$ cat src/hw/rtl/vspt_pkg.sv
// ----------------------------------------------------------------------------
// Voxel simple-point thinning step package
// Shared types, neighborhood tables and helper functions.
// ----------------------------------------------------------------------------
package vspt_pkg;

  localparam int unsigned VALUE_BITS  = 14;
  localparam int unsigned NBR_BITS    = 26;
  localparam int unsigned POS_COUNT   = 27;
  localparam int unsigned CENTER_POS  = 13;
  localparam int unsigned GROW_STEPS  = 7;
  localparam int unsigned GROW_STAGES = 4;
  localparam int unsigned SIDE_BITS   = 3;
  localparam int unsigned ADDR_BITS   = 4;
  localparam int unsigned DATA_BITS   = 32;
  localparam logic [VALUE_BITS-1:0] PASS_LEVEL_RESET = VALUE_BITS'(2);

  typedef logic [POS_COUNT-1:0] pos_t;
  typedef logic [POS_COUNT-1:0][POS_COUNT-1:0] near_tab_t;

  typedef enum logic [1:0] {
    RegBorderSide = 2'd0,
    RegPassLevel  = 2'd1,
    RegKeepLast   = 2'd2,
    RegUnused     = 2'd3
  } cfg_reg_e;

  typedef enum logic [SIDE_BITS-1:0] {
    SideNegX = 3'd0,
    SidePosX = 3'd1,
    SideNegY = 3'd2,
    SidePosY = 3'd3,
    SideNegZ = 3'd4,
    SidePosZ = 3'd5
  } side_e;

  typedef struct packed {
    logic [VALUE_BITS-1:0] center_value;
    logic [NBR_BITS-1:0]   neighbour_bits;
  } in_t;

  typedef struct packed {
    logic [VALUE_BITS-1:0] new_value;
    logic                  removed;
    logic                  on_border;
  } out_t;

  typedef struct packed {
    logic [SIDE_BITS-1:0]  border_side;
    logic [VALUE_BITS-1:0] pass_level;
    logic                  keep_last_point;
  } cfg_t;

  typedef struct packed {
    logic                  border;
    logic                  keep_last_hit;
    logic [VALUE_BITS-1:0] value;
    pos_t                  black;
    pos_t                  white;
    pos_t                  reach_b;
    pos_t                  reach_w;
  } stage_t;

  function automatic int unsigned abs_diff(int unsigned a, int unsigned b);
    return (a > b) ? a - b : b - a;
  endfunction

  function automatic near_tab_t build_near(bit six);
    near_tab_t   tab;
    int unsigned dx;
    int unsigned dy;
    int unsigned dz;
    tab = '0;
    for (int unsigned p = 0; p < POS_COUNT; p++) begin
      for (int unsigned q = 0; q < POS_COUNT; q++) begin
        dx = abs_diff(q % 3, p % 3);
        dy = abs_diff((q / 3) % 3, (p / 3) % 3);
        dz = abs_diff(q / 9, p / 9);
        if (q != p && q != CENTER_POS && p != CENTER_POS) begin
          if (six) begin
            tab[p][q] = (dx + dy + dz == 1);
          end else begin
            tab[p][q] = (dx <= 1 && dy <= 1 && dz <= 1);
          end
        end
      end
    end
    return tab;
  endfunction

  function automatic pos_t build_corner();
    pos_t m;
    m = '0;
    for (int unsigned p = 0; p < POS_COUNT; p++) begin
      m[p] = (p % 3 != 1) && ((p / 3) % 3 != 1) && (p / 9 != 1);
    end
    return m;
  endfunction

  localparam near_tab_t NEAR26      = build_near(1'b0);
  localparam near_tab_t NEAR6       = build_near(1'b1);
  localparam pos_t      CORNER_MASK = build_corner();
  localparam pos_t      CENTER_MASK = pos_t'(1) << CENTER_POS;
  localparam pos_t      SIX_MASK    = (pos_t'(1) << 4) | (pos_t'(1) << 10) | (pos_t'(1) << 12)
                                    | (pos_t'(1) << 14) | (pos_t'(1) << 16) | (pos_t'(1) << 22);

  // One dilation step of a region, limited to the given set.
  function automatic pos_t grow_once(pos_t reach, pos_t set, near_tab_t tab);
    pos_t nxt;
    nxt = reach;
    for (int unsigned q = 0; q < POS_COUNT; q++) begin
      nxt[q] = reach[q] | (set[q] & (|(reach & tab[q])));
    end
    return nxt;
  endfunction

endpackage

$ cat src/hw/rtl/voxel_simple_point_thinning_step_unit.sv
// ----------------------------------------------------------------------------
// Voxel simple-point thinning step unit
// Per-voxel keep or remove decision of one directional 3D thinning subpass.
// ----------------------------------------------------------------------------
// The unit takes one voxel with its 26 neighbor bits in every cycle while
// the output is not stalled, and returns one result beat per voxel. Most
// of the pipeline is the region growing that counts black and white
// components: 28 dilation steps split over the grow stages, with stage
// registers between an input register and an output register. A stall on
// the output holds the whole pipeline.
module voxel_simple_point_thinning_step_unit (
  input  logic                                clk_i,
  input  logic                                rst_ni,
  input  logic                                in_valid_i,
  output logic                                in_stall_o,
  input  vspt_pkg::in_t                       in_data_i,
  output logic                                out_valid_o,
  input  logic                                out_stall_i,
  output vspt_pkg::out_t                      out_data_o,
  input  logic                                psel,
  input  logic                                penable,
  input  logic                                pwrite,
  input  logic [vspt_pkg::ADDR_BITS-1:0]      paddr,
  input  logic [vspt_pkg::DATA_BITS-1:0]      pwdata,
  output logic [vspt_pkg::DATA_BITS-1:0]      prdata,
  output logic                                pready
);
  import vspt_pkg::*;

  cfg_t     cfg_q;
  cfg_t     cfg_d;
  cfg_reg_e reg_sel;
  logic     cfg_write;

  logic     advance;
  logic     in_valid_q;
  in_t      in_q;
  logic     stage_valid_q [GROW_STAGES-1];
  stage_t   stage_q       [GROW_STAGES-1];
  stage_t   front_stage;
  stage_t   grow_out      [GROW_STAGES];
  logic     out_valid_q;
  out_t     out_q;
  out_t     result;

  assign pready    = 1'b1;
  assign reg_sel   = cfg_reg_e'(paddr[ADDR_BITS-1:2]);
  assign cfg_write = psel && penable && pwrite && pready;

  always_comb begin
    cfg_d  = cfg_q;
    prdata = '0;
    unique case (reg_sel)
      RegBorderSide: begin
        prdata = DATA_BITS'(cfg_q.border_side);
        if (cfg_write) begin
          cfg_d.border_side = pwdata[SIDE_BITS-1:0];
        end
      end
      RegPassLevel: begin
        prdata = DATA_BITS'(cfg_q.pass_level);
        if (cfg_write) begin
          cfg_d.pass_level = pwdata[VALUE_BITS-1:0];
        end
      end
      RegKeepLast: begin
        prdata = DATA_BITS'(cfg_q.keep_last_point);
        if (cfg_write) begin
          cfg_d.keep_last_point = pwdata[0];
        end
      end
      default: begin
        prdata = '0;
      end
    endcase
  end

  always_ff @(posedge clk_i or negedge rst_ni) begin
    if (!rst_ni) begin
      cfg_q.border_side     <= SideNegX;
      cfg_q.pass_level      <= PASS_LEVEL_RESET;
      cfg_q.keep_last_point <= 1'b0;
    end else begin
      cfg_q <= cfg_d;
    end
  end

  assign advance    = !(out_valid_q && out_stall_i);
  assign in_stall_o = !advance;

  vspt_front u_front (
    .in_data_i (in_q),
    .cfg_i     (cfg_q),
    .stage_o   (front_stage)
  );

  for (genvar g = 0; g < GROW_STAGES; g++) begin : g_grow
    if (g == 0) begin : g_first
      vspt_grow u_grow (
        .stage_i (front_stage),
        .stage_o (grow_out[g])
      );
    end else begin : g_next
      vspt_grow u_grow (
        .stage_i (stage_q[g-1]),
        .stage_o (grow_out[g])
      );
    end
  end

  vspt_decide u_decide (
    .stage_i (grow_out[GROW_STAGES-1]),
    .cfg_i   (cfg_q),
    .out_o   (result)
  );

  always_ff @(posedge clk_i or negedge rst_ni) begin
    if (!rst_ni) begin
      in_valid_q  <= 1'b0;
      out_valid_q <= 1'b0;
      for (int unsigned s = 0; s < GROW_STAGES - 1; s++) begin
        stage_valid_q[s] <= 1'b0;
      end
    end else if (advance) begin
      in_valid_q       <= in_valid_i;
      stage_valid_q[0] <= in_valid_q;
      for (int unsigned s = 1; s < GROW_STAGES - 1; s++) begin
        stage_valid_q[s] <= stage_valid_q[s-1];
      end
      out_valid_q <= stage_valid_q[GROW_STAGES-2];
    end
  end

  always_ff @(posedge clk_i) begin
    if (advance) begin
      in_q <= in_data_i;
      for (int unsigned s = 0; s < GROW_STAGES - 1; s++) begin
        stage_q[s] <= grow_out[s];
      end
      out_q <= result;
    end
  end

  assign out_valid_o = out_valid_q;
  assign out_data_o  = out_q;

  assert property (@(posedge clk_i) disable iff (!rst_ni)
    out_valid_o && out_data_o.removed |-> out_data_o.on_border && out_data_o.new_value == '0)
    else $error("removed voxel must be a border voxel with value zero");

  assert property (@(posedge clk_i) disable iff (!rst_ni)
    out_valid_o && !out_data_o.on_border |-> !out_data_o.removed)
    else $error("non-border voxel reported as removed");

  assert property (@(posedge clk_i) disable iff (!rst_ni)
    $rose(out_valid_q) |-> $past(stage_valid_q[GROW_STAGES-2]) && $past(advance))
    else $error("result beat appeared without a voxel in the last stage");

  assert property (@(posedge clk_i) disable iff (!rst_ni)
    in_stall_o |-> out_valid_q && out_stall_i)
    else $error("input stalled while the output is free");

endmodule

$ cat src/hw/rtl/vspt_front.sv
// ----------------------------------------------------------------------------
// Voxel simple-point thinning front end
// Border test, black and white neighbor sets and region seeds for one voxel.
// ----------------------------------------------------------------------------
module vspt_front (
  input  vspt_pkg::in_t    in_data_i,
  input  vspt_pkg::cfg_t   cfg_i,
  output vspt_pkg::stage_t stage_o
);
  import vspt_pkg::*;

  logic [NBR_BITS-1:0] bits;
  logic                side_bit;
  logic                side_ok;
  pos_t                black;
  pos_t                white;
  pos_t                white_seeds;

  assign bits = in_data_i.neighbour_bits;

  always_comb begin
    side_ok  = 1'b1;
    side_bit = 1'b0;
    case (cfg_i.border_side)
      SideNegX: side_bit = bits[12];
      SidePosX: side_bit = bits[13];
      SideNegY: side_bit = bits[10];
      SidePosY: side_bit = bits[15];
      SideNegZ: side_bit = bits[4];
      SidePosZ: side_bit = bits[21];
      default:  side_ok  = 1'b0;
    endcase
  end

  always_comb begin
    black = '0;
    for (int unsigned p = 0; p < POS_COUNT; p++) begin
      if (p < CENTER_POS) begin
        black[p] = bits[p];
      end else if (p > CENTER_POS) begin
        black[p] = bits[p-1];
      end
    end
  end

  assign white       = ~black & ~CORNER_MASK & ~CENTER_MASK;
  assign white_seeds = white & SIX_MASK;

  always_comb begin
    stage_o.border        = (in_data_i.center_value != '0) && side_ok && !side_bit;
    stage_o.keep_last_hit = cfg_i.keep_last_point && (bits != '0)
                            && ((bits & (bits - NBR_BITS'(1))) == '0);
    stage_o.value         = in_data_i.center_value;
    stage_o.black         = black;
    stage_o.white         = white;
    stage_o.reach_b       = black & (~black + pos_t'(1));
    stage_o.reach_w       = white_seeds & (~white_seeds + pos_t'(1));
  end

endmodule

$ cat src/hw/rtl/vspt_grow.sv
// ----------------------------------------------------------------------------
// Voxel simple-point thinning region grower
// A fixed number of dilation steps for the black and the white region.
// ----------------------------------------------------------------------------
module vspt_grow (
  input  vspt_pkg::stage_t stage_i,
  output vspt_pkg::stage_t stage_o
);
  import vspt_pkg::*;

  pos_t reach_b;
  pos_t reach_w;

  always_comb begin
    reach_b = stage_i.reach_b;
    reach_w = stage_i.reach_w;
    for (int unsigned k = 0; k < GROW_STEPS; k++) begin
      reach_b = grow_once(reach_b, stage_i.black, NEAR26);
      reach_w = grow_once(reach_w, stage_i.white, NEAR6);
    end
    stage_o         = stage_i;
    stage_o.reach_b = reach_b;
    stage_o.reach_w = reach_w;
  end

endmodule

$ cat src/hw/rtl/vspt_decide.sv
// ----------------------------------------------------------------------------
// Voxel simple-point thinning decision
// Keeps or removes a border voxel from its grown regions.
// ----------------------------------------------------------------------------
module vspt_decide (
  input  vspt_pkg::stage_t stage_i,
  input  vspt_pkg::cfg_t   cfg_i,
  output vspt_pkg::out_t   out_o
);
  import vspt_pkg::*;

  logic black_multi;
  logic black_any;
  logic white_multi;
  logic keep;

  assign black_multi = |(stage_i.black & ~stage_i.reach_b);
  assign black_any   = |stage_i.black;
  assign white_multi = |(stage_i.white & SIX_MASK & ~stage_i.reach_w);
  assign keep        = black_multi || stage_i.keep_last_hit || (black_any && white_multi);

  always_comb begin
    out_o.new_value = stage_i.value;
    out_o.removed   = 1'b0;
    out_o.on_border = stage_i.border;
    if (stage_i.border) begin
      if (keep) begin
        if (stage_i.value == VALUE_BITS'(1)) begin
          out_o.new_value = cfg_i.pass_level;
        end
      end else begin
        out_o.new_value = '0;
        out_o.removed   = 1'b1;
      end
    end
  end

endmodule

$ cat config.mk
export PLATFORM = sky130hd
export DESIGN_NAME = voxel_simple_point_thinning_step_unit
export DESIGN_NICKNAME = d
export VERILOG_FILES = /design/src/hw/rtl/vspt_pkg.sv /design/src/hw/rtl/voxel_simple_point_thinning_step_unit.sv /design/src/hw/rtl/vspt_front.sv /design/src/hw/rtl/vspt_grow.sv /design/src/hw/rtl/vspt_decide.sv
export SDC_FILE = /design/constraint.sdc
export NUM_CORES = 2
export LEC_CHECK = 0
export BUFFER_PORTS_ARGS = -buffer_cell sky130_fd_sc_hd__buf_2
export CAP_MARGIN = 20
export CELL_PAD_IN_SITES_DETAIL_PLACEMENT = 0
export CELL_PAD_IN_SITES_GLOBAL_PLACEMENT = 1
export CORE_MARGIN = 2
export CORE_UTILIZATION = 30
export DETAILED_ROUTE_END_ITERATION = 10
export GPL_ROUTABILITY_DRIVEN = 1
export HOLD_SLACK_MARGIN = 0.03
export PLACE_DENSITY = 0.56
export SLEW_MARGIN = 0
export SYNTH_ARGS = -nofsm -noshare
export SYNTH_HDL_FRONTEND = slang
export SYNTH_HIERARCHICAL = 1
export SYNTH_SLANG_ARGS = --single-unit
$ cat constraint.sdc
create_clock -name clk_i -period 31.9 [get_ports clk_i]
set_clock_uncertainty 0.2 [all_clocks]
set_input_delay 3.19 -clock clk_i [delete_from_list [all_inputs] [get_ports clk_i]]
set_output_delay 3.19 -clock clk_i [all_outputs]
set_load 0.01 [all_outputs]
# After elaboration in Yosys (flattened, before gate mapping)
# Memories as Yosys holds them, arrays and structs flattened.
# Cells that the tools add are included.
# word_totals
reg_bits,79
ram_bits,372
input_bits,83
out_inout_bits,51
elab_cells,4265
mem_count,1
# mem_list
name,depth,width,rd,rd_ports_with_merged_regs,write_ports,line_no,text
stage_q,3,124,3,0,3,voxel_simple_point_thinning_step_unit.sv:39,stage_t stage_q [GROW_STAGES-1];
# op_classes
n_addsub,3
eq_ne,8
muxes,8
bitwise_logic,2809
reduce_logical,1423
# ops
operator,count
$reduce_or A10 Y1,336
$reduce_or A16 Y1,168
$reduce_or A4 Y1,504
$and A1 B1 Y1,1400
$or A1 B1 Y1,1400
$reduce_or A6 Y1,225
$reduce_or A3 Y1,168
$not A27 Y27,3
$reduce_or A27 Y1,3
$add A27 B1 Y27 const B,2
$and A23 B27 Y27,2
$and A27 B27 Y27,2
$pmux W14 S3,1
$mux W14,2
$not A23 Y27,1
$and A26 B26 Y26,1
$logic_not A26 Y1,1
$reduce_bool A26 Y1,1
$sub A26 B1 Y26 const B,1
$mux W15,1
$eq A14 B1 Y1 const B,1
$reduce_bool A14 Y1,1
$logic_and A1 B1 Y1,8
$eq A3 B2 Y1 const B,2
other kinds (11),17

# Logic depth before layout (Yosys ltp)
# An unclocked memory read counts as a cell.
# logic_depth
word_depth,29
depth_mapped,26

# Hierarchy
# The synthesis kept the hierarchy.
# by_module_without_submodules
module,instances,cells_each,area_per_inst_um2,seq_area_each_um2
vspt_grow,4,1069,7045.5,0.0
voxel_simple_point_thinning_step_unit,1,523,14076.0,13429.1
vspt_front,1,194,1288.7,0.0
vspt_decide,1,97,604.3,0.0

# Least setup slack after synthesis
# No wires, ideal clock.
# synth_timing
path_kind,input-to-output
startpoint,input out_stall_i
endpoint,output in_stall_o
arrival_ps,13272
slack_ps,15238
cell_stages,2
path_buffers,0
path_cell_list,nand2_1 inv_1
# synth_between
elab_chain_len,1
# synth_lines
item,line_no,text
from (decl),voxel_simple_point_thinning_step_unit.sv:18,"input logic out_stall_i,"
$logic_and A1 B1 Y1,voxel_simple_point_thinning_step_unit.sv:88,assign advance = !(out_valid_q && out_stall_i);
to (decl),voxel_simple_point_thinning_step_unit.sv:15,"output logic in_stall_o,"
# No other way between the ends.

==> summary.txt <==
Final Max Slew Viols: 0
CTS sink cnt: 445
Initial Util: 0.3021
WHS: 0.2149 ns
RSZ-0062 raised after global routing: false
CP arrival: 10.21 ns
# DRC: 0
CP max FO: 21
Crit-path slowest cell: a2111oi_0
Ratio of cells with drive above 1 in the final layout: 0.1266
Final min period: 10.08 ns
Later-pin clock latency in the skew report: 0.64 ns
FILL cells: 15212
Final non-filler cell total: 6741
Peak VDD IR: 0.04718 mV
Root Buffer: clkbuf_16
Setup TNS: 0 ns
Gates resized, CTS repair: 0
Mapped Cells: 4998
Psw: 1.170 mW
Core ar.: 143500 um2
FMAX: 99.16 MHz
Placed cell areas: 43580 um2
WL/cell: 28.51 um
IO buf count: 94
CP Class: reg -> reg
Post-Syn Area per Cell: 8.673 um2
H-tree depth: 2
DR vias/cell: 6.580
Most common cell after layout, fill and taps aside: nand2_1
Placed cell count: 6645
Sequential power share: 0.434
Via count: 44353
Worst path max stage delay: 0.91 ns
Die Area: 147500 um2
Area Overhead vs Synth: 4.543%
TritonCTS clock tree: built
Die W: 384.1 um
I/O pin count: 134
Static Leakage: 12.49 nW
Crit-path cells: buf_4 -> clkinv_1 -> nand4_1 -> nor3_2 -> and3_1 -> nor4_2 -> nand4_1 -> a2111oi_0 -> nand4_2 -> o31ai_1 -> nand2_1 -> nor3_1 -> a31oi_1 -> nor4_2 -> nand4b_2 -> a2111oi_0 -> nand3_1 -> o31a_1 -> nor4b_4 -> a31oi_2 -> a2111oi_2 -> a31oi_1
Row Count: 139
Initial antenna violation count: 3
Commonest non-fill, non-tap cells in the layout: nand2_1, edfxtp_1, nand2b_1
Status: finished, final reports clean
Slew @ Worst Pin: 1.183 ns
Hold Crit Class: reg -> reg
Final Instance Area: 45310 um2
Relative slew slack: 0.2082
Synth warnings: 6
Clock transition at the registers of the reported paths: 0.06 ns
Max cap viols: 0
Gp weighted congestion: 0.9398
Clock share of power: 0.227
Final Hold Vio Count: 0
First-pass GRT wire length: 284.2 mm
Total CTS buffers: 50
Synthesized cell area: 43350 um2
Final Core Density: 0.3158
Comb power frac: 0.339
Grt total ovfl: 0
Drt pass-1 iters: 8
Hold Buf Count CTS: 0
DR iter-0 viols: 5461
Power Internal: 1.443 mW
Crit share post-route: 0.3161
Setup WS pre-CTS: 21.84 ns
Largest net degree at the start of global routing: 77
Vias in the first global route: 43019
Worst Path Required: 32.03 ns
Postcts setup bufs: 0
Sw Ratio: 0.4476
Detailed Route WL: 192.2 mm
Nets: 4881
Worst Slack Setup Final: 21.82 ns
Total power: 2.613 mW
Crit start category: flip-flop
Detail Route Antenna Nets: 0
Clk buf depth: 3
Endpoints failing setup: 0
GRT Overall Usage: 0.2499
Power per cell area: 57.66 nW/um2
DP Wirelength: 146.7 mm
CP Capture Type: flip-flop
Die H: 384.1 um
## layout make-up
type / count / area (um2) / area share
sequential: 445 / 13250 / 0.2924
clock inverter: 33 / 414.1 / 0.009139
tap: 1903 / 2381 / 0.05254
multi-input combinational: 4061 / 26770 / 0.5909
timing repair buffer: 143 / 842.1 / 0.01858
clock buffer: 55 / 1280 / 0.02825
inverter: 97 / 364.1 / 0.008035
antenna: 4 / 10.01 / 0.0002209
## metal layers
layer  global-route usage  wire length, um  part of all wire
met1               0.3336            80460              0.42
met2               0.3953            86020              0.45
met3              0.03682            15700             0.082
met4               0.1182             9952             0.052
met5                    0               16          0.000083
## power groups by stage
stage	registers, mW	clock network [mW]	logic, mW
after floorplan	1.01	0	0.718
after global placement	1.13	0	0.866
after detailed placement	1.13	0	0.856
after CTS	1.12	0.610	0.860
after global routing	1.14	0.631	0.944
final	1.13	0.593	0.887
## worst max-delay path: cells and delay by family, from the launching register on
family | cells | cell delay [ns]
AO/OA/AOI/OAI | 8 | 4.13
buffers and inverters | 2 | 0.92
flip-flops | 1 | 0.31
AND/OR/NAND/NOR | 12 | 4.19
## flip-flops by register name, indices dropped and copies added (netlist names)
signal,flops
in_q,40
cfg_q,18
stage_q,366
out_data_o,16
in_valid_q,1
stage_valid_q,3
out_valid_o,1
## worst paths after layout
| path | startpoint | to | slack, ns | cells after the start |
|---|---|---|---|---|
| worst min register to register | stage_q[0][115] | stage_q[0][239] | 0.21 | 0 |
| worst max register to register | in_q[4] | stage_q[0][52] | 21.82 | 22 |
| worst min-delay path | stage_q[0][115] | stage_q[0][239] | 0.21 | 0 |
| worst max-delay path | in_q[4] | stage_q[0][52] | 21.82 | 22 |
| max in group asynchronous | rst_ni | cfg_q[2] | 28.79 | 1 |
| min in group asynchronous | rst_ni | cfg_q[7] | 2.33 | 1 |
Power figures use the tool's default switching activity.
